<file path="config.mk">
export PLATFORM = sky130hd
export DESIGN_NAME = temperature_two_point_calibration
export DESIGN_NICKNAME = d
export VERILOG_FILES = /design/src/hdl/tpc_pkg.sv /design/src/hdl/temperature_two_point_calibration.sv
export SDC_FILE = /design/constraint.sdc
export NUM_CORES = 2
export LEC_CHECK = 0
export BUFFER_PORTS_ARGS = -buffer_cell sky130_fd_sc_hd__buf_2
export CAP_MARGIN = 10
export CORE_ASPECT_RATIO = 0.6
export CORE_MARGIN = 3
export CORE_UTILIZATION = 31
export DETAILED_ROUTE_END_ITERATION = 16
export PLACE_DENSITY_LB_ADDON = 0.3
export SYNTH_ARGS = -nofsm -noshare
export SYNTH_HDL_FRONTEND = slang
export SYNTH_SLANG_ARGS = --single-unit
</file>
<file path="constraint.sdc">
create_clock -name clk -period 6.36 [get_ports clk]
set_clock_uncertainty 0.1 [all_clocks]
set_input_delay 0.318 -clock clk [delete_from_list [all_inputs] [get_ports clk]]
set_output_delay 0.318 -clock clk [all_outputs]
set_load 0.01 [all_outputs]
</file>
<file path="src/hdl/tpc_pkg.sv">
// Package with shared widths, register indexes and limits of the temperature calibration block.
`timescale 1ns / 1ps
`default_nettype none

package tpc_pkg;

	// Field widths.
	localparam int RAW_W   = 16;
	localparam int TEMP_W  = 12;
	localparam int DEG_W   = 7;
	localparam int CFG_IDX_W = 3;
	localparam int CFG_DATA_W = 16;
	localparam int IN_TDATA_W = 16;
	localparam int OUT_TDATA_W = 16;

	// Internal datapath widths.
	localparam int DIFF_W = RAW_W + 1;
	localparam int PROD_W = DIFF_W + DEG_W + 1;
	localparam int SUM_W  = PROD_W + 1;
	localparam int NUM_W  = SUM_W + 4;
	localparam int DIV_BITS = 11;

	// Configuration register indexes.
	localparam logic [CFG_IDX_W-1:0] REG_CAL_HIGH_BITS    = 3'd0;
	localparam logic [CFG_IDX_W-1:0] REG_POINT0_DEGX8_LOW = 3'd1;
	localparam logic [CFG_IDX_W-1:0] REG_POINT1_DEGX8_LOW = 3'd2;
	localparam logic [CFG_IDX_W-1:0] REG_POINT0_RAW       = 3'd3;
	localparam logic [CFG_IDX_W-1:0] REG_POINT1_RAW       = 3'd4;

	// Clamp limits in tenths of a degree.
	localparam logic [DIV_BITS-1:0] UPPER_LIMIT_MAG = 11'd1200;
	localparam logic [DIV_BITS-1:0] LOWER_LIMIT_MAG = 11'd400;
	localparam logic signed [TEMP_W-1:0] UPPER_SAT = 12'sd1199;
	localparam logic signed [TEMP_W-1:0] LOWER_SAT = -12'sd399;

endpackage

`default_nettype wire

</file>
<file path="src/hdl/temperature_two_point_calibration.sv">
// Top level of the two-point temperature calibration pipeline.
//
// Usage: raw signed samples enter on the s_axis channel (s_tdata[15:0]) and
// calibrated results leave on the m_axis channel. Each transaction in gives
// exactly one transaction out, in order. Calibration points are written on
// the cfg_we / cfg_index / cfg_wdata port while no sample is in flight.
//
// The datapath is a 17-stage pipeline: operand differences, two 17x8
// multiplies, the sum, the scale by ten, magnitude extraction, eleven
// restoring divider stages (one quotient bit each) and the clamp stage that
// also serves as the output register. One sample is accepted every cycle
// unless a stall on m_tready has filled every stage.
//
// Each stage holds its item while the stage after it is full and stalled, so
// a stall on m_tready fills empty stages first; s_tready falls only when all
// stages hold items. Nothing is lost or repeated under stalls.
//
// Reset clears the valid bits of every stage and all calibration registers
// to zero; the pipeline is empty and ready right after reset.
`timescale 1ns / 1ps
`default_nettype none

module temperature_two_point_calibration (
	input  wire                               clk,
	input  wire                               arst_n,
	// Configuration write port.
	input  wire                               cfg_we,
	input  wire [tpc_pkg::CFG_IDX_W-1:0]      cfg_index,
	input  wire [tpc_pkg::CFG_DATA_W-1:0]     cfg_wdata,
	// Sample input stream.
	input  wire                               s_tvalid,
	output logic                              s_tready,
	input  wire [tpc_pkg::IN_TDATA_W-1:0]     s_tdata,   // [15:0] raw_sample
	// Result output stream.
	output logic                              m_tvalid,
	input  wire                               m_tready,
	output logic [tpc_pkg::OUT_TDATA_W-1:0]   m_tdata    // [11:0] temp_tenths, [12] clamped,
	                                                     // [13] div_error, [15:14] zero
);

	localparam int DIV_FIRST = 5;
	localparam int NST = DIV_FIRST + tpc_pkg::DIV_BITS + 1;
	localparam int ST_OUT = NST - 1;
	localparam int NUM_W = tpc_pkg::NUM_W;
	localparam int DIFF_W = tpc_pkg::DIFF_W;
	localparam int PROD_W = tpc_pkg::PROD_W;
	localparam int SUM_W = tpc_pkg::SUM_W;
	localparam int DEG_W = tpc_pkg::DEG_W;
	localparam int DIV_BITS = tpc_pkg::DIV_BITS;
	localparam int TEMP_W = tpc_pkg::TEMP_W;

	// Calibration registers.
	logic [7:0]  cal_high_bits_q;
	logic [7:0]  point0_degx8_low_q;
	logic [7:0]  point1_degx8_low_q;
	logic [15:0] point0_raw_q;
	logic [15:0] point1_raw_q;

	always_ff @(posedge clk or negedge arst_n) begin
		if (!arst_n) begin
			cal_high_bits_q    <= '0;
			point0_degx8_low_q <= '0;
			point1_degx8_low_q <= '0;
			point0_raw_q       <= '0;
			point1_raw_q       <= '0;
		end else if (cfg_we) begin
			case (cfg_index)
				tpc_pkg::REG_CAL_HIGH_BITS:    cal_high_bits_q    <= cfg_wdata[7:0];
				tpc_pkg::REG_POINT0_DEGX8_LOW: point0_degx8_low_q <= cfg_wdata[7:0];
				tpc_pkg::REG_POINT1_DEGX8_LOW: point1_degx8_low_q <= cfg_wdata[7:0];
				tpc_pkg::REG_POINT0_RAW:       point0_raw_q       <= cfg_wdata;
				tpc_pkg::REG_POINT1_RAW:       point1_raw_q       <= cfg_wdata;
				default: ;
			endcase
		end
	end

	// Pipeline flow control: a stage loads when it is empty or its successor loads.
	logic [NST-1:0] stage_valid_s;
	logic [NST-1:0] adv;

	always_comb begin
		adv[NST-1] = !stage_valid_s[NST-1] || m_tready;
		for (int k = NST - 2; k >= 0; k--) begin
			adv[k] = !stage_valid_s[k] || adv[k+1];
		end
	end

	always_ff @(posedge clk or negedge arst_n) begin
		if (!arst_n) begin
			stage_valid_s <= '0;
		end else begin
			if (adv[0]) begin
				stage_valid_s[0] <= s_tvalid;
			end
			for (int k = 1; k < NST; k++) begin
				if (adv[k]) begin
					stage_valid_s[k] <= stage_valid_s[k-1];
				end
			end
		end
	end

	assign s_tready = adv[0];

	// Stage 1: differences against the calibration readings and whole degrees.
	// Dropping the three low bits of each degrees-times-8 value is the floor by 8.
	logic signed [DIFF_W-1:0] a_s1, b_s1, den_s1;
	logic [DEG_W-1:0]         d0_s1, d1_s1;

	always_ff @(posedge clk) begin
		if (adv[0]) begin
			a_s1   <= {point1_raw_q[15], point1_raw_q} - {s_tdata[15], s_tdata};
			b_s1   <= {s_tdata[15], s_tdata} - {point0_raw_q[15], point0_raw_q};
			den_s1 <= {point1_raw_q[15], point1_raw_q} - {point0_raw_q[15], point0_raw_q};
			d0_s1  <= {cal_high_bits_q[1:0], point0_degx8_low_q[7:3]};
			d1_s1  <= {cal_high_bits_q[3:2], point1_degx8_low_q[7:3]};
		end
	end

	// Stage 2: weight each difference by the other point's temperature.
	logic signed [PROD_W-1:0] p0_s2, p1_s2;
	logic signed [DIFF_W-1:0] den_s2;

	always_ff @(posedge clk) begin
		if (adv[1]) begin
			p0_s2  <= PROD_W'(a_s1) * PROD_W'($signed({1'b0, d0_s1}));
			p1_s2  <= PROD_W'(b_s1) * PROD_W'($signed({1'b0, d1_s1}));
			den_s2 <= den_s1;
		end
	end

	// Stage 3: numerator sum.
	logic signed [SUM_W-1:0]  num_s3;
	logic signed [DIFF_W-1:0] den_s3;

	always_ff @(posedge clk) begin
		if (adv[2]) begin
			num_s3 <= SUM_W'(p0_s2) + SUM_W'(p1_s2);
			den_s3 <= den_s2;
		end
	end

	// Stage 4: scale by ten, denominator magnitude, result sign and zero check.
	logic signed [NUM_W-1:0]  n10_s4;
	logic [DIFF_W-1:0]        magd_s4;
	logic                     neg_s4, err_s4;

	always_ff @(posedge clk) begin
		if (adv[3]) begin
			n10_s4  <= (NUM_W'(num_s3) <<< 3) + (NUM_W'(num_s3) <<< 1);
			magd_s4 <= den_s3[DIFF_W-1] ? DIFF_W'(-den_s3) : DIFF_W'(den_s3);
			neg_s4  <= num_s3[SUM_W-1] ^ den_s3[DIFF_W-1];
			err_s4  <= (den_s3 == '0);
		end
	end

	// Stage 5: numerator magnitude.
	logic [NUM_W-1:0]  magn_s5;
	logic [DIFF_W-1:0] magd_s5;
	logic              neg_s5, err_s5;

	always_ff @(posedge clk) begin
		if (adv[4]) begin
			magn_s5 <= n10_s4[NUM_W-1] ? NUM_W'(-n10_s4) : NUM_W'(n10_s4);
			magd_s5 <= magd_s4;
			neg_s5  <= neg_s4;
			err_s5  <= err_s4;
		end
	end

	// Restoring divider stages, one quotient bit per stage from the top down.
	// The first one also flags quotients of 2048 or more, which clamp anyway.
	logic [NUM_W-1:0]    div_rem_sd  [DIV_BITS];
	logic [DIV_BITS-1:0] div_quo_sd  [DIV_BITS];
	logic [DIFF_W-1:0]   div_magd_sd [DIV_BITS];
	logic                div_neg_sd  [DIV_BITS];
	logic                div_err_sd  [DIV_BITS];
	logic                div_ovf_sd  [DIV_BITS];

	for (genvar j = 0; j < DIV_BITS; j++) begin : g_div
		localparam int B = DIV_BITS - 1 - j;
		logic [NUM_W-1:0]    rem_in;
		logic [DIV_BITS-1:0] quo_in;
		logic [DIFF_W-1:0]   magd_in;
		logic                neg_in, err_in, ovf_in;
		logic [NUM_W-1:0]    dsh;
		logic                ge;

		if (j == 0) begin : g_head
			assign rem_in  = magn_s5;
			assign quo_in  = '0;
			assign magd_in = magd_s5;
			assign neg_in  = neg_s5;
			assign err_in  = err_s5;
			assign ovf_in  = (magn_s5 >= (NUM_W'(magd_s5) << DIV_BITS));
		end else begin : g_body
			assign rem_in  = div_rem_sd[j-1];
			assign quo_in  = div_quo_sd[j-1];
			assign magd_in = div_magd_sd[j-1];
			assign neg_in  = div_neg_sd[j-1];
			assign err_in  = div_err_sd[j-1];
			assign ovf_in  = div_ovf_sd[j-1];
		end

		assign dsh = NUM_W'(magd_in) << B;
		assign ge  = (rem_in >= dsh);

		always_ff @(posedge clk) begin
			if (adv[DIV_FIRST+j]) begin
				div_rem_sd[j]  <= ge ? (rem_in - dsh) : rem_in;
				div_quo_sd[j]  <= quo_in | (ge ? (DIV_BITS'(1) << B) : '0);
				div_magd_sd[j] <= magd_in;
				div_neg_sd[j]  <= neg_in;
				div_err_sd[j]  <= err_in;
				div_ovf_sd[j]  <= ovf_in;
			end
		end
	end

	// Final stage: apply sign, clamp and the equal-readings case.
	logic [DIV_BITS-1:0]      q_mag;
	logic signed [TEMP_W-1:0] temp_next;
	logic                     clamp_next, err_next;

	always_comb begin
		q_mag      = div_quo_sd[DIV_BITS-1];
		err_next   = div_err_sd[DIV_BITS-1];
		clamp_next = 1'b0;
		temp_next  = '0;
		if (err_next) begin
			temp_next = '0;
		end else if (!div_neg_sd[DIV_BITS-1]) begin
			if (div_ovf_sd[DIV_BITS-1] || (q_mag >= tpc_pkg::UPPER_LIMIT_MAG)) begin
				temp_next  = tpc_pkg::UPPER_SAT;
				clamp_next = 1'b1;
			end else begin
				temp_next = $signed(TEMP_W'(q_mag));
			end
		end else begin
			if (div_ovf_sd[DIV_BITS-1] || (q_mag >= tpc_pkg::LOWER_LIMIT_MAG)) begin
				temp_next  = tpc_pkg::LOWER_SAT;
				clamp_next = 1'b1;
			end else begin
				temp_next = -$signed(TEMP_W'(q_mag));
			end
		end
	end

	logic signed [TEMP_W-1:0] temp_s17;
	logic                     clamped_s17, err_s17;

	always_ff @(posedge clk) begin
		if (adv[ST_OUT]) begin
			temp_s17    <= temp_next;
			clamped_s17 <= clamp_next;
			err_s17     <= err_next;
		end
	end

	assign m_tvalid = stage_valid_s[ST_OUT];
	assign m_tdata  = {2'b00, err_s17, clamped_s17, temp_s17};

endmodule

`default_nettype wire

</file>
# Word level (Yosys, flattened, before mapping)
# Memories as Yosys holds them, arrays and structs flattened.
# Cells that the tools add are included.
[word_totals] reg_bits=356 ram_bits=671 out_inout_bits=18 elab_cells=196 mem_count=6
[classes] add_sub_neg=19 mul=2 n_lt_le_gt_ge=14 n_eq_ne=4 n_mux=52 bitwise=11 reduce_logical=43
[mem_list] name="div_rem_sd" depth=11 width=30 rd=10 rd_ports_with_merged_regs=0 wr=11 line_no="temperature_two_point_calibration.sv:174" rtl="logic [NUM_W-1:0] div_rem_sd [DIV_BITS];"
[mem_list] name="div_magd_sd" depth=11 width=17 rd=10 rd_ports_with_merged_regs=0 wr=11 line_no="temperature_two_point_calibration.sv:176" rtl="logic [DIFF_W-1:0] div_magd_sd [DIV_BITS];"
[mem_list] name="div_quo_sd" depth=11 width=11 rd=11 rd_ports_with_merged_regs=0 wr=11 line_no="temperature_two_point_calibration.sv:175" rtl="logic [DIV_BITS-1:0] div_quo_sd [DIV_BITS];"
[mem_list] name="div_err_sd" depth=11 width=1 rd=11 rd_ports_with_merged_regs=0 wr=11 line_no="temperature_two_point_calibration.sv:178" rtl="logic div_err_sd [DIV_BITS];"
[mem_list] name="div_neg_sd" depth=11 width=1 rd=11 rd_ports_with_merged_regs=0 wr=11 line_no="temperature_two_point_calibration.sv:177" rtl="logic div_neg_sd [DIV_BITS];"
[mem_list] name="div_ovf_sd" depth=11 width=1 rd=11 rd_ports_with_merged_regs=0 wr=11 line_no="temperature_two_point_calibration.sv:179" rtl="logic div_ovf_sd [DIV_BITS];"
[ops] cell="$mux W30" count=11
[ops] cell="$sub A16 B16 Y17" count=3
[ops] cell="$mul A17 B8 Y25" count=2
[ops] cell="$add A29 B27 Y30" count=1
[ops] cell="$ge A30 B17 Y1" count=1
[ops] cell="$ge A30 B18 Y1" count=1
[ops] cell="$ge A30 B19 Y1" count=1
[ops] cell="$ge A30 B20 Y1" count=1
[ops] cell="$ge A30 B21 Y1" count=1
[ops] cell="$ge A30 B22 Y1" count=1
[ops] cell="$ge A30 B23 Y1" count=1
[ops] cell="$ge A30 B24 Y1" count=1
[ops] cell="$ge A30 B25 Y1" count=1
[ops] cell="$ge A30 B26 Y1" count=1
[ops] cell="$ge A30 B27 Y1" count=1
[ops] cell="$ge A30 B28 Y1" count=1
[ops] cell="$neg A30 Y30" count=1
[ops] cell="$sub A30 B17 Y30" count=1
[ops] cell="$sub A30 B18 Y30" count=1
[ops] cell="$sub A30 B19 Y30" count=1
[ops] cell="$sub A30 B20 Y30" count=1
[ops] cell="$sub A30 B21 Y30" count=1
[ops] cell="$sub A30 B22 Y30" count=1
[ops] cell="$sub A30 B23 Y30" count=1
[ops] cell="other kinds (42)" count=108

# Longest topological paths before layout
[depth] depth_word=18 mapped_depth=20 depth_no_buf=19

# Worst setup path after synthesis
# No wires, ideal clock.
[synth_path] path_type="input port to flip-flop" from="input m_tready" to="register a_s1[0], enable pin" arrival_ns=6.162 required_time_ns=5.363 path_slack_ns=-0.799 stages=10 path_buffers=0 cell_sequence="nand2b_1 -> nor2_1 -> inv_1 -> nor2_1 -> nand2_1 -> nor2_1 -> nand2_1 -> nor2_1 -> and4_1 -> nand3_1"
[synth_via] elab_chain_len=17
[synth_lines] element="start, declared" line_no="temperature_two_point_calibration.sv:36" rtl="input wire m_tready,"
[synth_lines] element="$logic_or A1 B1 Y1" line_no="temperature_two_point_calibration.sv:83" rtl="adv[NST-1] = !stage_valid_s[NST-1] || m_tready;"
[synth_lines] element="$logic_or A1 B1 Y1" line_no="temperature_two_point_calibration.sv:85" rtl="adv[k] = !stage_valid_s[k] || adv[k+1];"
[synth_lines] element="net adv[15]" line_no="temperature_two_point_calibration.sv:80" rtl="logic [NST-1:0] adv;"
[synth_lines] element="$logic_or A1 B1 Y1 (4 in series)" line_no="temperature_two_point_calibration.sv:85"
[synth_lines] element="net adv[11]" line_no="temperature_two_point_calibration.sv:80"
[synth_lines] element="$logic_or A1 B1 Y1 (5 in series)" line_no="temperature_two_point_calibration.sv:85"
[synth_lines] element="net adv[6]" line_no="temperature_two_point_calibration.sv:80"
[synth_lines] element="$logic_or A1 B1 Y1 (6 in series)" line_no="temperature_two_point_calibration.sv:85"
[synth_lines] element="net s_tready" line_no="temperature_two_point_calibration.sv:32" rtl="output logic s_tready,"
[synth_lines] element="end signal, assigned" line_no="temperature_two_point_calibration.sv:113" rtl="a_s1 <= {point1_raw_q[15], point1_raw_q} - {s_tdata[15], s_tdata};"
[synth_lines] element="end, declared" line_no="temperature_two_point_calibration.sv:108" rtl="logic signed [DIFF_W-1:0] a_s1, b_s1, den_s1;"
# The timed path passes the listed nets, and every way through them passes these cells.
# A chain may end at the register's enable or synchronous reset.

# Worst setup path after layout
[layout_path] from="register d1_s1[4]" to="register p1_s2[24] (data pin)"
[layout_via] elab_chain_len=1
[layout_lines] element="start, declared" line_no="temperature_two_point_calibration.sv:109" rtl="logic [DEG_W-1:0] d0_s1, d1_s1;"
[layout_lines] element="start signal, assigned" line_no="temperature_two_point_calibration.sv:117" rtl="d1_s1 <= {cal_high_bits_q[3:2], point1_degx8_low_q[7:3]};"
[layout_lines] element="$mul A17 B8 Y25" line_no="temperature_two_point_calibration.sv:128" rtl="p1_s2 <= PROD_W'(b_s1) * PROD_W'($signed({1'b0, d1_s1}));"
[layout_lines] element="end signal, assigned" line_no="temperature_two_point_calibration.sv:128"
[layout_lines] element="end, declared" line_no="temperature_two_point_calibration.sv:122" rtl="logic signed [PROD_W-1:0] p0_s2, p1_s2;"
# No other way between the ends.

==> results.cfg <==
[logic_synthesis]
netlist_area_um2 = 54800
synthesis.instances = 4765
synth_edf_count = 844
yosys_most_used_dff = edfxtp_1
ys_seq_elements = 907
post_synth.cell_area_avg_um2 = 11.5
synth-async-reset-ratio_pct = 6.95
synth_cell_type_count = 87
yosysWarnings = 0
yosys.area.top_type = edfxtp_1
yosysSeqAreaShare_pct = 49.2
synth_top_area_share_pct = 46.3
synth.top_cells.by_area = edfxtp_1, ha_1, fa_1

[route]
drtIter0Drc = 3358
dr.pass1.iters = 5
antenna_left = 0
drc = 0
wire_per_inst_um = 18.0
dr_total_vias = 35700
wl_mm = 132
routed_via_density = 4.88

[critical_path]
r2r_slack_ps = 690
timing.rr.start = d1_s1[4]
r2r_cells = 17
r2r_end = p1_s2[24]
startpoint_type = register
required_ps = 6690
crit_type = reg -> reg
crit_fanout = 17
cp-end-kind = register
arrival_ps = 6000

[clock_network]
post_cts_buffers = 0
cts_tree = built
cts_buffers = 95
cts_resized = 0
clk_latency_ps = 720
h-tree-depth = 3
clockBufferDepth = 3
root_buffer = clkbuf_16
cts_sinks = 907
clk_pin_slew_worst_paths_ps = 60

[timing]
layout_setup_ws_ps = 687
period_minus_slack_ps = 5670
final_max_slew_viol_count = 0
tightest_slew_ps = 1370
max_freq_mhz = 176
fin_setup_tns_ps = 0
post-route-period-util_pct = 89.2
grt_setup_unrepaired = false
hold_violations = 0
max_slew_margin_pct = 8.13
finalSetupViolCount = 0

[global_routing]
grt_pass1_vias = 34400
antenna_found_initial = 7
grt-busiest-layer = met1
grt_use_met1_pct = 24.4
grt_use_met3_pct = 5.72
grt_start_max_net_pins = 69
grt_overflow = 0
grt_pass1_wl_mm = 206
track_usage_pct = 14.4
grt_use_met2_pct = 16.2

[placement]
dpl.hpwl_mm = 103
post-place-ws_ps = 717
finalWeightedCongestion = 0.886
numPortBuffers = 55

[final_layout]
n_fill_cell = 17100
final_cell_mix = edfxtp_1, inv_1, ha_1, nand2_1, nor2_1
layout.cells.most_common = edfxtp_1
nNetsFinal = 5544
drive_gt1_share_pct = 7.69
syn2layout_area_growth_pct = 12.3

[die]
start_util_pct = 31.5
rows = 118
die_h_um = 332
design.portCount = 58
die_w_um = 549
core_region_area_um2 = 174000
die_area_um2 = 182000

[run_status]
status = completed

[hold_path]
holdPathStages = 4
hold_start = s_tdata[0]
hold_path.class = in -> reg
hold_path_end = b_s1[0]

[flow_run]
max_cap_viol_count = 0
==> synth_stat cells (10+ instances only) <==
library cell and number:
nor3b_1 11, ha_1 407, mux2_2 89, nand4_1 47, inv_1 581, nor3_1 94
nand2_1 284, o41ai_1 11, nand3_1 69, or3_1 42, a211oi_1 30, fa_1 197
a31oi_1 24, or2_2 13, a21o_1 80, a2111oi_0 17, or4_1 17, xnor2_1 252
and3_1 25, o31ai_1 34, a21boi_0 10, edfxtp_1 844, o21ai_1 12, a21oi_1 259
mux2i_1 10, o21a_1 59, nand2b_1 65, o21ai_0 183, dfrtp_1 63, and2_1 209
a211o_1 11, clkbuf_1 55, o21bai_1 17, nor4_1 31, xor2_1 105, o211ai_1 16
nor2b_1 59, nor2_1 278
==> critical path: stages (launching register included) <==
cell	delay, ps
edfxtp_1	680
and2_1	280
fa_1	570
fa_1	440
fa_1	570
inv_1	60
fa_1	540
inv_1	50
ha_1	350
a21oi_1	160
o21ai_0	130
nand2b_1	90
nand2_1	50
nor3_1	400
o21ai_0	210
a41o_1	280
o41ai_1	310
xnor2_1	130
==> sequential cells by signal, indices dropped and copies added (netlist names), 7 cells and up <==
| register | flops |
|---|---|
| den_s1 | 17 |
| b_s1 | 17 |
| div_rem_sd | 290 |
| div_err_sd | 11 |
| div_neg_sd | 11 |
| div_magd_sd | 170 |
| temp_s17 | 12 |
| a_s1 | 17 |
| point1_raw_q | 16 |
| div_quo_sd | 66 |
| d1_s1 | 7 |
| p0_s2 | 25 |
| point0_raw_q | 16 |
| stage_valid_s | 17 |
| den_s2 | 17 |
| magd_s4 | 17 |
| d0_s1 | 7 |
| p1_s2 | 25 |
| n10_s4 | 29 |
| num_s3 | 26 |
| g_div.rem_in | 29 |
| div_ovf_sd | 11 |
| g_div.magd_in | 17 |
| den_s3 | 17 |
==> logic make-up after synthesis <==
family,Yosys count,share of synthesized area [%]
AND/OR/NAND/NOR,1284,12.0
buffers and inverters,652,4.55
flip-flops,907,49.2
AO/OA/AOI/OAI,852,9.90
adder cells (fa/ha/maj),604,16.5
other,1,0.00685
multiplexers,108,2.20
XOR/XNOR,357,5.71
==> layout make-up <==
type                            count  area, um^2  area share, %
Antenna cell                        4        10.0         0.0163
Clock buffer                      111        2490           4.05
Clock inverter                     66         838           1.36
Inverter                          582        2180           3.55
Multi-Input combinational cell   3207       25400           41.3
Sequential cell                   907       26900           43.8
Tap cell                         2340        2930           4.76
Timing Repair Buffer              107         711           1.16
==> how the worst max path moves through the flow <==
stage               startpoint        end  slack (ps)
floorplan             m_tready     err_s4          30
global placement      d1_s1[4]  p1_s2[24]         780
detailed placement    d1_s1[4]  p1_s2[24]         720
CTS                   d1_s1[4]  p1_s2[24]         710
global route          d1_s1[4]  p1_s2[24]         330
finish                d1_s1[4]  p1_s2[24]         690
==> timing repair <==
item	4_1_cts	5_1_grt
hold buffers	18	0
endpoints found under the setup margin	0	0
endpoints found under the hold margin	85	0
==> per-stage QoR <==
stage	util [%]	cell area (um^2)	hold WS (ps)	std cells
6_report	35.3	61500	54.3	7324
5_1_grt	35.3	61500	44.6	7322
4_1_cts	35.3	61500	4.08	7318
3_5_place_dp	33.3	58000	233	7123
3_3_place_gp	33.3	58000	232	7123
2_1_floorplan	-	54800	-77.6	4766
==> metal layers <==
metal	vias to the layer above	part of all wire, %
li1	17200	-
met1	17500	55
met2	946	33
met3	111	11
met4	0	1.2
met5	-	0
Power is left out: the tool's default activity adds up to more than one toggle a clock period on the data nets, which glitch-free logic cannot reach.
